$ cat src/hw/rtl/tod_pkg.sv
`timescale 1ns / 1ps

package tod_pkg;

	localparam logic [7:0] CH_COLON = 8'h3A;
	localparam logic [7:0] CH_DOT   = 8'h2E;
	localparam logic [7:0] CH_LF    = 8'h0A;
	localparam logic [7:0] CH_ZERO  = 8'h30;
	localparam logic [7:0] CH_NINE  = 8'h39;

	localparam logic [6:0] MAX_HOUR   = 7'd23;
	localparam logic [6:0] MAX_MINSEC = 7'd59;
	localparam logic [3:0] MAX_FRAC   = 4'd9;

	typedef enum logic [11:0] {
		PH_H1        = 12'b0000_0000_0001,
		PH_H2        = 12'b0000_0000_0010,
		PH_COLON1    = 12'b0000_0000_0100,
		PH_M1        = 12'b0000_0000_1000,
		PH_M2        = 12'b0000_0001_0000,
		PH_AFTER_MIN = 12'b0000_0010_0000,
		PH_S1        = 12'b0000_0100_0000,
		PH_S2        = 12'b0000_1000_0000,
		PH_AFTER_SEC = 12'b0001_0000_0000,
		PH_FRAC1     = 12'b0010_0000_0000,
		PH_FRACN     = 12'b0100_0000_0000,
		PH_AFTER_LF  = 12'b1000_0000_0000
	} phase_t;

	typedef struct packed {
		logic [7:0] ch;
		logic       last;
	} char_t;

	typedef struct packed {
		logic        valid_res;
		logic [4:0]  hour;
		logic [5:0]  minute;
		logic [5:0]  second;
		logic [29:0] nanosecond;
	} res_t;

	// weight of the next fraction digit, given the digits already taken
	function automatic logic [26:0] frac_weight(input logic [3:0] k);
		logic [26:0] w;
		case (k)
			4'd0:    w = 27'd100000000;
			4'd1:    w = 27'd10000000;
			4'd2:    w = 27'd1000000;
			4'd3:    w = 27'd100000;
			4'd4:    w = 27'd10000;
			4'd5:    w = 27'd1000;
			4'd6:    w = 27'd100;
			4'd7:    w = 27'd10;
			4'd8:    w = 27'd1;
			default: w = 27'd0;
		endcase
		return w;
	endfunction

endpackage

$ cat src/hw/rtl/tod_in_if.sv
`timescale 1ns / 1ps

interface tod_in_if;
	logic       valid;
	logic       ready;
	logic [7:0] ch;
	logic       last;

	modport source(output valid, ch, last, input ready);
	modport sink(input valid, ch, last, output ready);
endinterface

$ cat src/hw/rtl/tod_out_if.sv
`timescale 1ns / 1ps

interface tod_out_if;
	logic        valid;
	logic        ready;
	logic        valid_res;
	logic [4:0]  hour;
	logic [5:0]  minute;
	logic [5:0]  second;
	logic [29:0] nanosecond;

	modport source(output valid, valid_res, hour, minute, second, nanosecond, input ready);
	modport sink(input valid, valid_res, hour, minute, second, nanosecond, output ready);
endinterface

$ cat src/hw/rtl/iso_time_of_day_parser.sv
`timescale 1ns / 1ps
// The verdict is loaded into the result register when the character marked last advances
// out of the input register (parse between the input register and the result register).
// Throughput: one character per cycle; the parse state updates once per character.
// A full result register stalls only characters marked last.
// Reset (arst_n low) empties both registers and returns the parser to the first hour digit.

module iso_time_of_day_parser (
	input  logic clk,
	input  logic arst_n,
	tod_in_if.sink    chars,
	tod_out_if.source verdict
);
	import tod_pkg::*;

	logic  valid_s1;
	char_t chr_s1;
	logic  res_valid_q;
	res_t  res_q;
	res_t  res;
	logic  out_free;
	logic  adv;

	assign out_free    = !res_valid_q || verdict.ready;
	assign adv         = valid_s1 && (!chr_s1.last || out_free);
	assign chars.ready = !valid_s1 || adv;

	always_ff @(posedge clk or negedge arst_n) begin
		if (!arst_n) begin
			valid_s1 <= 1'b0;
		end else if (chars.ready) begin
			valid_s1 <= chars.valid;
		end
	end

	always_ff @(posedge clk) begin
		if (chars.valid && chars.ready) begin
			chr_s1.ch   <= chars.ch;
			chr_s1.last <= chars.last;
		end
	end

	tod_parse u_parse (
		.clk    (clk),
		.arst_n (arst_n),
		.en     (adv),
		.chr    (chr_s1),
		.res    (res)
	);

	always_ff @(posedge clk or negedge arst_n) begin
		if (!arst_n) begin
			res_valid_q <= 1'b0;
		end else if (adv && chr_s1.last) begin
			res_valid_q <= 1'b1;
		end else if (verdict.ready) begin
			res_valid_q <= 1'b0;
		end
	end

	always_ff @(posedge clk) begin
		if (adv && chr_s1.last) begin
			res_q <= res;
		end
	end

	assign verdict.valid      = res_valid_q;
	assign verdict.valid_res  = res_q.valid_res;
	assign verdict.hour       = res_q.hour;
	assign verdict.minute     = res_q.minute;
	assign verdict.second     = res_q.second;
	assign verdict.nanosecond = res_q.nanosecond;

endmodule

$ cat src/hw/rtl/tod_parse.sv
`timescale 1ns / 1ps

module tod_parse (
	input  logic          clk,
	input  logic          arst_n,
	input  logic          en,
	input  tod_pkg::char_t chr,
	output tod_pkg::res_t res
);
	import tod_pkg::*;

	phase_t      phase_q, phase_n;
	logic        failed_q, failed_n;
	logic [6:0]  hour_q, hour_n;
	logic [6:0]  minute_q, minute_n;
	logic [6:0]  second_q, second_n;
	logic [29:0] nano_q, nano_n;
	logic [3:0]  digits_q, digits_n;

	logic        dig;
	logic        lf;
	logic [3:0]  d;
	logic [6:0]  d_x10;
	logic [30:0] prod;
	logic        ok;

	assign dig   = (chr.ch >= CH_ZERO) && (chr.ch <= CH_NINE);
	assign lf    = (chr.ch == CH_LF);
	assign d     = dig ? chr.ch[3:0] : 4'd0;
	assign d_x10 = {d, 3'b000} + {2'b00, d, 1'b0};
	assign prod  = 31'(d) * 31'(frac_weight(digits_q));

	always_comb begin
		phase_n  = phase_q;
		failed_n = failed_q;
		hour_n   = hour_q;
		minute_n = minute_q;
		second_n = second_q;
		nano_n   = nano_q;
		digits_n = digits_q;
		if (!failed_q) begin
			case (phase_q)
				PH_H1: begin
					if (dig) begin
						hour_n  = d_x10;
						phase_n = PH_H2;
					end else failed_n = 1'b1;
				end
				PH_H2: begin
					if (dig) begin
						hour_n  = hour_q + 7'(d);
						phase_n = PH_COLON1;
					end else failed_n = 1'b1;
				end
				PH_COLON1: begin
					if (chr.ch == CH_COLON) phase_n = PH_M1;
					else failed_n = 1'b1;
				end
				PH_M1: begin
					if (dig) begin
						minute_n = d_x10;
						phase_n  = PH_M2;
					end else failed_n = 1'b1;
				end
				PH_M2: begin
					if (dig) begin
						minute_n = minute_q + 7'(d);
						phase_n  = PH_AFTER_MIN;
					end else failed_n = 1'b1;
				end
				PH_AFTER_MIN: begin
					if (chr.ch == CH_COLON) phase_n = PH_S1;
					else if (lf) phase_n = PH_AFTER_LF;
					else failed_n = 1'b1;
				end
				PH_S1: begin
					if (dig) begin
						second_n = d_x10;
						phase_n  = PH_S2;
					end else failed_n = 1'b1;
				end
				PH_S2: begin
					if (dig) begin
						second_n = second_q + 7'(d);
						phase_n  = PH_AFTER_SEC;
					end else failed_n = 1'b1;
				end
				PH_AFTER_SEC: begin
					if (chr.ch == CH_DOT) phase_n = PH_FRAC1;
					else if (lf) phase_n = PH_AFTER_LF;
					else failed_n = 1'b1;
				end
				PH_FRAC1: begin
					if (dig) begin
						nano_n   = prod[29:0];
						digits_n = 4'd1;
						phase_n  = PH_FRACN;
					end else failed_n = 1'b1;
				end
				PH_FRACN: begin
					if (dig && (digits_q < MAX_FRAC)) begin
						nano_n   = nano_q + prod[29:0];
						digits_n = digits_q + 4'd1;
					end else if (lf) begin
						phase_n = PH_AFTER_LF;
					end else failed_n = 1'b1;
				end
				default: failed_n = 1'b1;
			endcase
		end
	end

	always_comb begin
		ok = !failed_n
			&& ((phase_n == PH_AFTER_MIN) || (phase_n == PH_AFTER_SEC)
				|| (phase_n == PH_FRACN) || (phase_n == PH_AFTER_LF))
			&& (hour_n <= MAX_HOUR) && (minute_n <= MAX_MINSEC)
			&& (second_n <= MAX_MINSEC);
		if (ok) begin
			res.valid_res  = 1'b1;
			res.hour       = hour_n[4:0];
			res.minute     = minute_n[5:0];
			res.second     = second_n[5:0];
			res.nanosecond = nano_n;
		end else begin
			res = '0;
		end
	end

	always_ff @(posedge clk or negedge arst_n) begin
		if (!arst_n) begin
			phase_q  <= PH_H1;
			failed_q <= 1'b0;
			hour_q   <= '0;
			minute_q <= '0;
			second_q <= '0;
			nano_q   <= '0;
			digits_q <= '0;
		end else if (en) begin
			if (chr.last) begin
				phase_q  <= PH_H1;
				failed_q <= 1'b0;
				hour_q   <= '0;
				minute_q <= '0;
				second_q <= '0;
				nano_q   <= '0;
				digits_q <= '0;
			end else begin
				phase_q  <= phase_n;
				failed_q <= failed_n;
				hour_q   <= hour_n;
				minute_q <= minute_n;
				second_q <= second_n;
				nano_q   <= nano_n;
				digits_q <= digits_n;
			end
		end
	end

endmodule

$ cat src/flat_wrapper.sv
// flat-port wrapper written by rule: the top's interface ports become plain ports
module iso_time_of_day_parser_flat import tod_pkg::*;
  (clk, arst_n, chars_valid, chars_ch, chars_last, chars_ready, verdict_valid, verdict_valid_res, verdict_hour, verdict_minute, verdict_second, verdict_nanosecond, verdict_ready);
  tod_in_if chars_i ();
  tod_out_if verdict_i ();
  input  logic clk;
  input  logic arst_n;
  input wire logic [$bits(chars_i.valid)-1:0] chars_valid;
  input wire logic [$bits(chars_i.ch)-1:0] chars_ch;
  input wire logic [$bits(chars_i.last)-1:0] chars_last;
  output wire logic [$bits(chars_i.ready)-1:0] chars_ready;
  output wire logic [$bits(verdict_i.valid)-1:0] verdict_valid;
  output wire logic [$bits(verdict_i.valid_res)-1:0] verdict_valid_res;
  output wire logic [$bits(verdict_i.hour)-1:0] verdict_hour;
  output wire logic [$bits(verdict_i.minute)-1:0] verdict_minute;
  output wire logic [$bits(verdict_i.second)-1:0] verdict_second;
  output wire logic [$bits(verdict_i.nanosecond)-1:0] verdict_nanosecond;
  input wire logic [$bits(verdict_i.ready)-1:0] verdict_ready;
  assign chars_i.valid = chars_valid;
  assign chars_i.ch = chars_ch;
  assign chars_i.last = chars_last;
  assign chars_ready = chars_i.ready;
  assign verdict_valid = verdict_i.valid;
  assign verdict_valid_res = verdict_i.valid_res;
  assign verdict_hour = verdict_i.hour;
  assign verdict_minute = verdict_i.minute;
  assign verdict_second = verdict_i.second;
  assign verdict_nanosecond = verdict_i.nanosecond;
  assign verdict_i.ready = verdict_ready;
  iso_time_of_day_parser u_core (.clk(clk), .arst_n(arst_n), .chars(chars_i), .verdict(verdict_i));
endmodule
$ cat config.mk
export PLATFORM = sky130hd
export DESIGN_NAME = iso_time_of_day_parser_flat
export DESIGN_NICKNAME = d
export VERILOG_FILES = /design/src/hw/rtl/tod_pkg.sv /design/src/hw/rtl/tod_in_if.sv /design/src/hw/rtl/tod_out_if.sv /design/src/hw/rtl/iso_time_of_day_parser.sv /design/src/hw/rtl/tod_parse.sv /design/src/flat_wrapper.sv
export SDC_FILE = /design/constraint.sdc
export NUM_CORES = 1
export LEC_CHECK = 0
export BUFFER_PORTS_ARGS = -buffer_cell sky130_fd_sc_hd__clkbuf_2
export CORE_MARGIN = 2
export CORE_UTILIZATION = 44
export DETAILED_ROUTE_END_ITERATION = 8
export SETUP_SLACK_MARGIN = 0.05
export SLEW_MARGIN = 0
export SYNTH_ARGS = -nofsm -noshare
export SYNTH_HDL_FRONTEND = slang
export SYNTH_SLANG_ARGS = --single-unit
$ cat constraint.sdc
create_clock -name clk -period 9.2 [get_ports clk]
set_clock_uncertainty 0.1 [all_clocks]
set_input_delay 0.46 -clock clk [delete_from_list [all_inputs] [get_ports clk]]
set_output_delay 0.46 -clock clk [all_outputs]
set_load 0.01 [all_outputs]
Word level (Yosys, flattened, before mapping)
Memories as Yosys holds them, arrays and structs flattened. Index checks and enable logic that the tools add are counted. W data, S select, Z words.

Register bits: 127. Memory bits (read-only): 400. Output and inout port bits: 50. Word-level logic and storage cells: 127. Memories kept: 1.

Memory list: (name not given) (depth 16, bits a word 25, rd ports 1, clocked after memory_dff 0, wr ports 0, RTL line tod_pkg.sv:46) `case (k)`.

Add/sub/neg operators: 6. Multiply operators: 1. $lt $le $gt $ge: 6. Eq/ne operators: 21. Multiplexer cells: 53. Reduce and logical (&&, ||, !) cells: 23.

Operator list (count): $mux W12 (14); $pmux W12 S11 (1); $mux W30 (4); $mux W7 (12); $pmux W30 S2 (1); $mux W48 (1); $pmux W7 S2 (3); $add A30 B30 Y30 (1); $mul A4 B27 Y30 (1); $eq A12 B11 Y1 const B (2); $eq A12 B6 Y1 const B (2); $eq A12 B9 Y1 const B (2); $add A7 B4 Y7 (3); $mux W4 (5); $eq A8 B6 Y1 const B (2); $le A7 B6 Y1 const B (2); $eq A12 B1 Y1 const B (1); $eq A12 B10 Y1 const B (1); $eq A12 B12 Y1 const B (1); $eq A12 B2 Y1 const B (1); $eq A12 B3 Y1 const B (1); $eq A12 B4 Y1 const B (1); $eq A12 B5 Y1 const B (1); $eq A12 B7 Y1 const B (1); other kinds (20) (46).

Longest topological paths before layout
Depth after elaboration: 15. Gate-level depth with buffers: 34. Depth with buffers taken out: 28.

Modules after synthesis
From an unflattened synthesis, not the netlist that was laid out.

Cells, all modules: 1487. Area, all modules: 12373.1 um^2.

Modules (own cells, without submodules): tod_parse (times used 1, cells each 1420, area each 10555.1 um^2, seq. area each 1702.9 um^2); iso_time_of_day_parser (times used 1, cells each 67, area each 1818.0 um^2, seq. area each 1761.7 um^2).

Worst setup path before layout
No wires, ideal clock.

Path type: reg2reg. Start: register u_core.chr_s1[3] (netlist bit). End: register u_core.res_q, in the netlist u_core.verdict.nanosecond[29] (data pin). Setup time: 146 ps. Data arrival time: 7578 ps. Slack: 1376 ps. Cell stages (with the launch flop): 32. Clock period less this slack: 7824 ps. Cell sequence: edfxtp_1 > clkbuf_1 > o21a_1 > nor2_1 > clkbuf_1 > clkbuf_1 > and2_1 > clkbuf_1 > inv_1 > or2_2 > fa_1 > fa_1 > inv_1 > fa_1 > a211oi_1 > o21bai_1 > a21o_1 > a21o_1 > a21o_1 > a21oi_1 > xnor2_1 > ha_1 > clkbuf_1 > a21oi_1 > o21ai_0 > o41ai_1 > a31oi_1 > a41oi_1 > nor2_1 > a2111oi_0 > nand3b_1 > a21oi_1.

Longest elaborated chain between the ends: 14. Elaborated cells on any way between the ends: 67. Those cells by class: add/sub: 5; mul: 1; order compare: 5; eq/ne: 7; mux: 39; reduce/logical: 10.

Ends and longest elaborated chain: start: declaration (RTL line iso_time_of_day_parser.sv:17) `char_t chr_s1;`; parallel branches: the longest is 14 deep, another holds $mul A4 B27 Y30; end signal: assignment (RTL line iso_time_of_day_parser.sv:63) `res_q <= res;`; end: declaration (RTL line iso_time_of_day_parser.sv:19) `res_t res_q;`.

Several ways; the timed one is not identified. A chain may end at the register's enable or synchronous reset.

Worst setup path in the final report
Ends and elaborated chain as after synthesis.

==> results.cfg <==
[routing]
wl_um = 37000
vias = 10900
drt_iter0_markers = 964
avgRoutedWirePerCell_um = 20.5
dr.pass1.iters = 5
drc = 0
ant_nets = 0
via_per_inst = 6.02

[finish]
drive_gt1_share_pct = 9.95
fill_cells = 2589
nets = 1605
diodes = 0
syn_to_final_growth_pct = 9.90

[critical_path]
r2r-end = u_core.verdict.nanosecond[29]
crit_path_end = u_core.verdict.nanosecond[29]
r2r_setup_slack_ps = 1170
r2r-start = u_core.chr_s1[3]
cp_top_family = compound AO/OA/AOI/OAI gates
critPathBufInv = 3
start_kind = flop
cpPeakStageDelay_ps = 650
critPathCaptureType = flop
r2r.worst_path.cells = 28
critical_path_class = reg2reg
required_ps = 9380
arrival_ps = 8210
crit_path_top_delay_cell = a2111oi_0
cp.depth = 28
path_max_fanout = 17
startpoint = u_core.chr_s1[3]

[sta]
setup_viol = 0
drv_slew = 0
rsz0062_at_grt = no
hold_violations = 0
max_slew.worst_pin.slew_ps = 1260
period_needed_ps = 8030
fin_crit_sh_pct = 87.3
fmax_mhz = 125
relSlewSlack_pct = 15.7
fin_setup_tns_ps = 0

[pwr]
p_leak_nw = 6.03
power_density_nw_per_um2 = 121
finalPower_w = 0.00158
internal-power_w = 0.00106
power_frac_seq_pct = 39.5
p_switching_w = 0.000518
p_clk_share_pct = 45.0
swShare_pct = 32.8
power_frac_comb_pct = 15.5
ir_worst_vdd_mv = 0.109

[min_path]
min_path_type = in2async

[floorplan]
ios = 63
core_um2 = 26800
start_util_pct = 44.5
die_x_um = 169
die_y_um = 169
dieArea_um2 = 28400
row_count = 60

[yosys]
synth_cell_types = 78
synthesis.nets = 1570
synth_top_area_share_pct = 14.5
yosysTopAreaCell = dfrtp_1
postSynthCellCount = 1419
ys_warn_count = 0
async_reset_ff_share_pct = 55.1
ys_seq_area_share_pct = 29.0
synth.most_common_cell = nor2_1
ys_top_cells_by_count = nor2_1, nand2_1, inv_1, o21ai_0, a21oi_1
synth_enable_flop_cells = 57
syn_avg_cell_area_um2 = 8.40
ys_ff_latch = 127
syn_area_um2 = 11900
yosys_most_used_dff = dfrtp_1
synthTopCellsByArea = dfrtp_1, edfxtp_1, ha_1

[cts]
cts_setup_buffers = 0
cts_tree = built
ctsHoldBuffers = 0
clockBufferDepth = 2
insertion_delay_ps = 440
cts_buffers = 17
clock-root-buffer = clkbuf_16
ctsResizeCount = 0
htree_levels = 4
clk_pin_slew_worst_paths_ps = 80
cts.sinks = 127

[placement]
hpwlAfterDp_um = 27000
numPortBuffers = 62
routabilityCongestion = 0.931

[grt]
grt_pass1_vias = 10500
grt_pass1_wl_um = 59500
antenna_found_initial = 0
grt_remaining_overflow = 0
grt_start_max_net_pins = 71
grt.total_usage_pct = 26.7

[job]
drv_cap = 0

[status]
status = finished clean
sequential cells by signal, summed over array words and instances, names as in the netlist, 6 cells and up:
signal,count
u_core.u_parse.minute_q,7
u_core.verdict.second,6
u_core.u_parse.second_q,7
u_core.u_parse.phase_q,12
u_core.u_parse.nano_q,30
u_core.u_parse.hour_q,7
u_core.verdict.minute,6
u_core.chr_s1,9
u_core.verdict.nanosecond,30
power by group through the flow:
stage | Sequential [W] | Clock, W | Combinational, W
after floorplan | 0.000637 | 0 | 0.000155
after global placement | 0.000637 | 0 | 0.000245
after detailed placement | 0.000637 | 0 | 0.000241
after CTS | 0.000625 | 0.000726 | 0.000242
after global routing | 0.000627 | 0.000743 | 0.000266
final | 0.000625 | 0.000711 | 0.000245
cells by family after synthesis:
group,after synthesis,share of synthesized area (%)
AND/OR/NAND/NOR,494,20.1
AO/OA/AOI/OAI,422,22.9
buffers and inverters,175,5.72
adder cells (fa/ha/maj),138,17.5
multiplexers,6,0.504
flip-flops,127,29.0
XOR/XNOR,57,4.19
metrics by stage:
step	hold slack, ps	setup WS, ps	std cells	instance area [µm²]	utilization, %
after global routing	102	630	1808	13100	48.9
after global placement	395	1470	1776	12500	46.7
after CTS	95.5	1280	1808	13100	48.9
after detailed placement	405	1320	1776	12500	46.7
after floorplan	64.4	1380	1419	11900	-
final	49.7	1170	1808	13100	48.9
cells in the final DEF (no fill, tap or decap), types with 6 or more instances in the layout:
cell type  netlist  layout
nand4_1         14      14
a21oi_1        102     102
mux2i_1          6       6
fa_1            48      48
nand3b_1         6       6
xor2_1          25      25
nor3_1          27      27
nor2b_1         17      17
or2_2           19      19
xnor2_1         32      32
o21bai_1         9       9
inv_1          116     115
clkbuf_16        0      17
inv_8            0       7
a211o_1          6       6
buf_4            1      13
edfxtp_1        57      57
nand2b_1        13      13
or3_1           10      10
a211oi_1        10      10
o21a_1          10      10
dfrtp_1         69      69
a22oi_1         21      21
nor2_1         161     160
a22o_1          16      16
clkbuf_2         1      61
nand3_1         28      28
o21ai_0        109     109
a222oi_1         7       7
and2_1          16      16
o211ai_1         8       8
a21o_1          38      38
o22ai_1          6       6
a31oi_1         17      17
ha_1            90      90
and3_1          16      16
nand2_1        137     137
routing by layer:
layer | wire length [µm] | track usage (%) | vias to the layer above
met1 | 17100 | 37.0 | 5270
li1 | - | - | 5130
met5 | 0 | 0 | -
met3 | 2340 | 3.88 | 62
met4 | 910 | 8.96 | 0
met2 | 16600 | 43.0 | 417
final cells by class:
type / count / area [µm²] / area share (%)
multi-input cells: 1117 / 7780 / 59.4
clock buffers: 17 / 425 / 3.25
inverters: 117 / 439 / 3.35
clock inverters: 15 / 166 / 1.27
well taps: 341 / 427 / 3.26
flip-flops and latches: 127 / 3460 / 26.4
repair buffers: 74 / 403 / 3.07
worst min-delay path by stage:
stage	cells after the start	from	slack [ps]	end
2_1_floorplan	0	arst_n	60	u_core.u_parse.digits_q[0]
3_3_place_gp	2	u_core.u_parse.nano_q[0]	390	u_core.u_parse.nano_q[0]
3_5_place_dp	2	u_core.u_parse.nano_q[15]	400	u_core.u_parse.nano_q[15]
4_1_cts	1	chars_last	100	u_core.chr_s1[0]
5_1_grt	1	chars_ch[0]	100	u_core.chr_s1[1]
6_report	1	arst_n	50	u_core.u_parse.nano_q[26]
(Power assumes the default switching activity.)
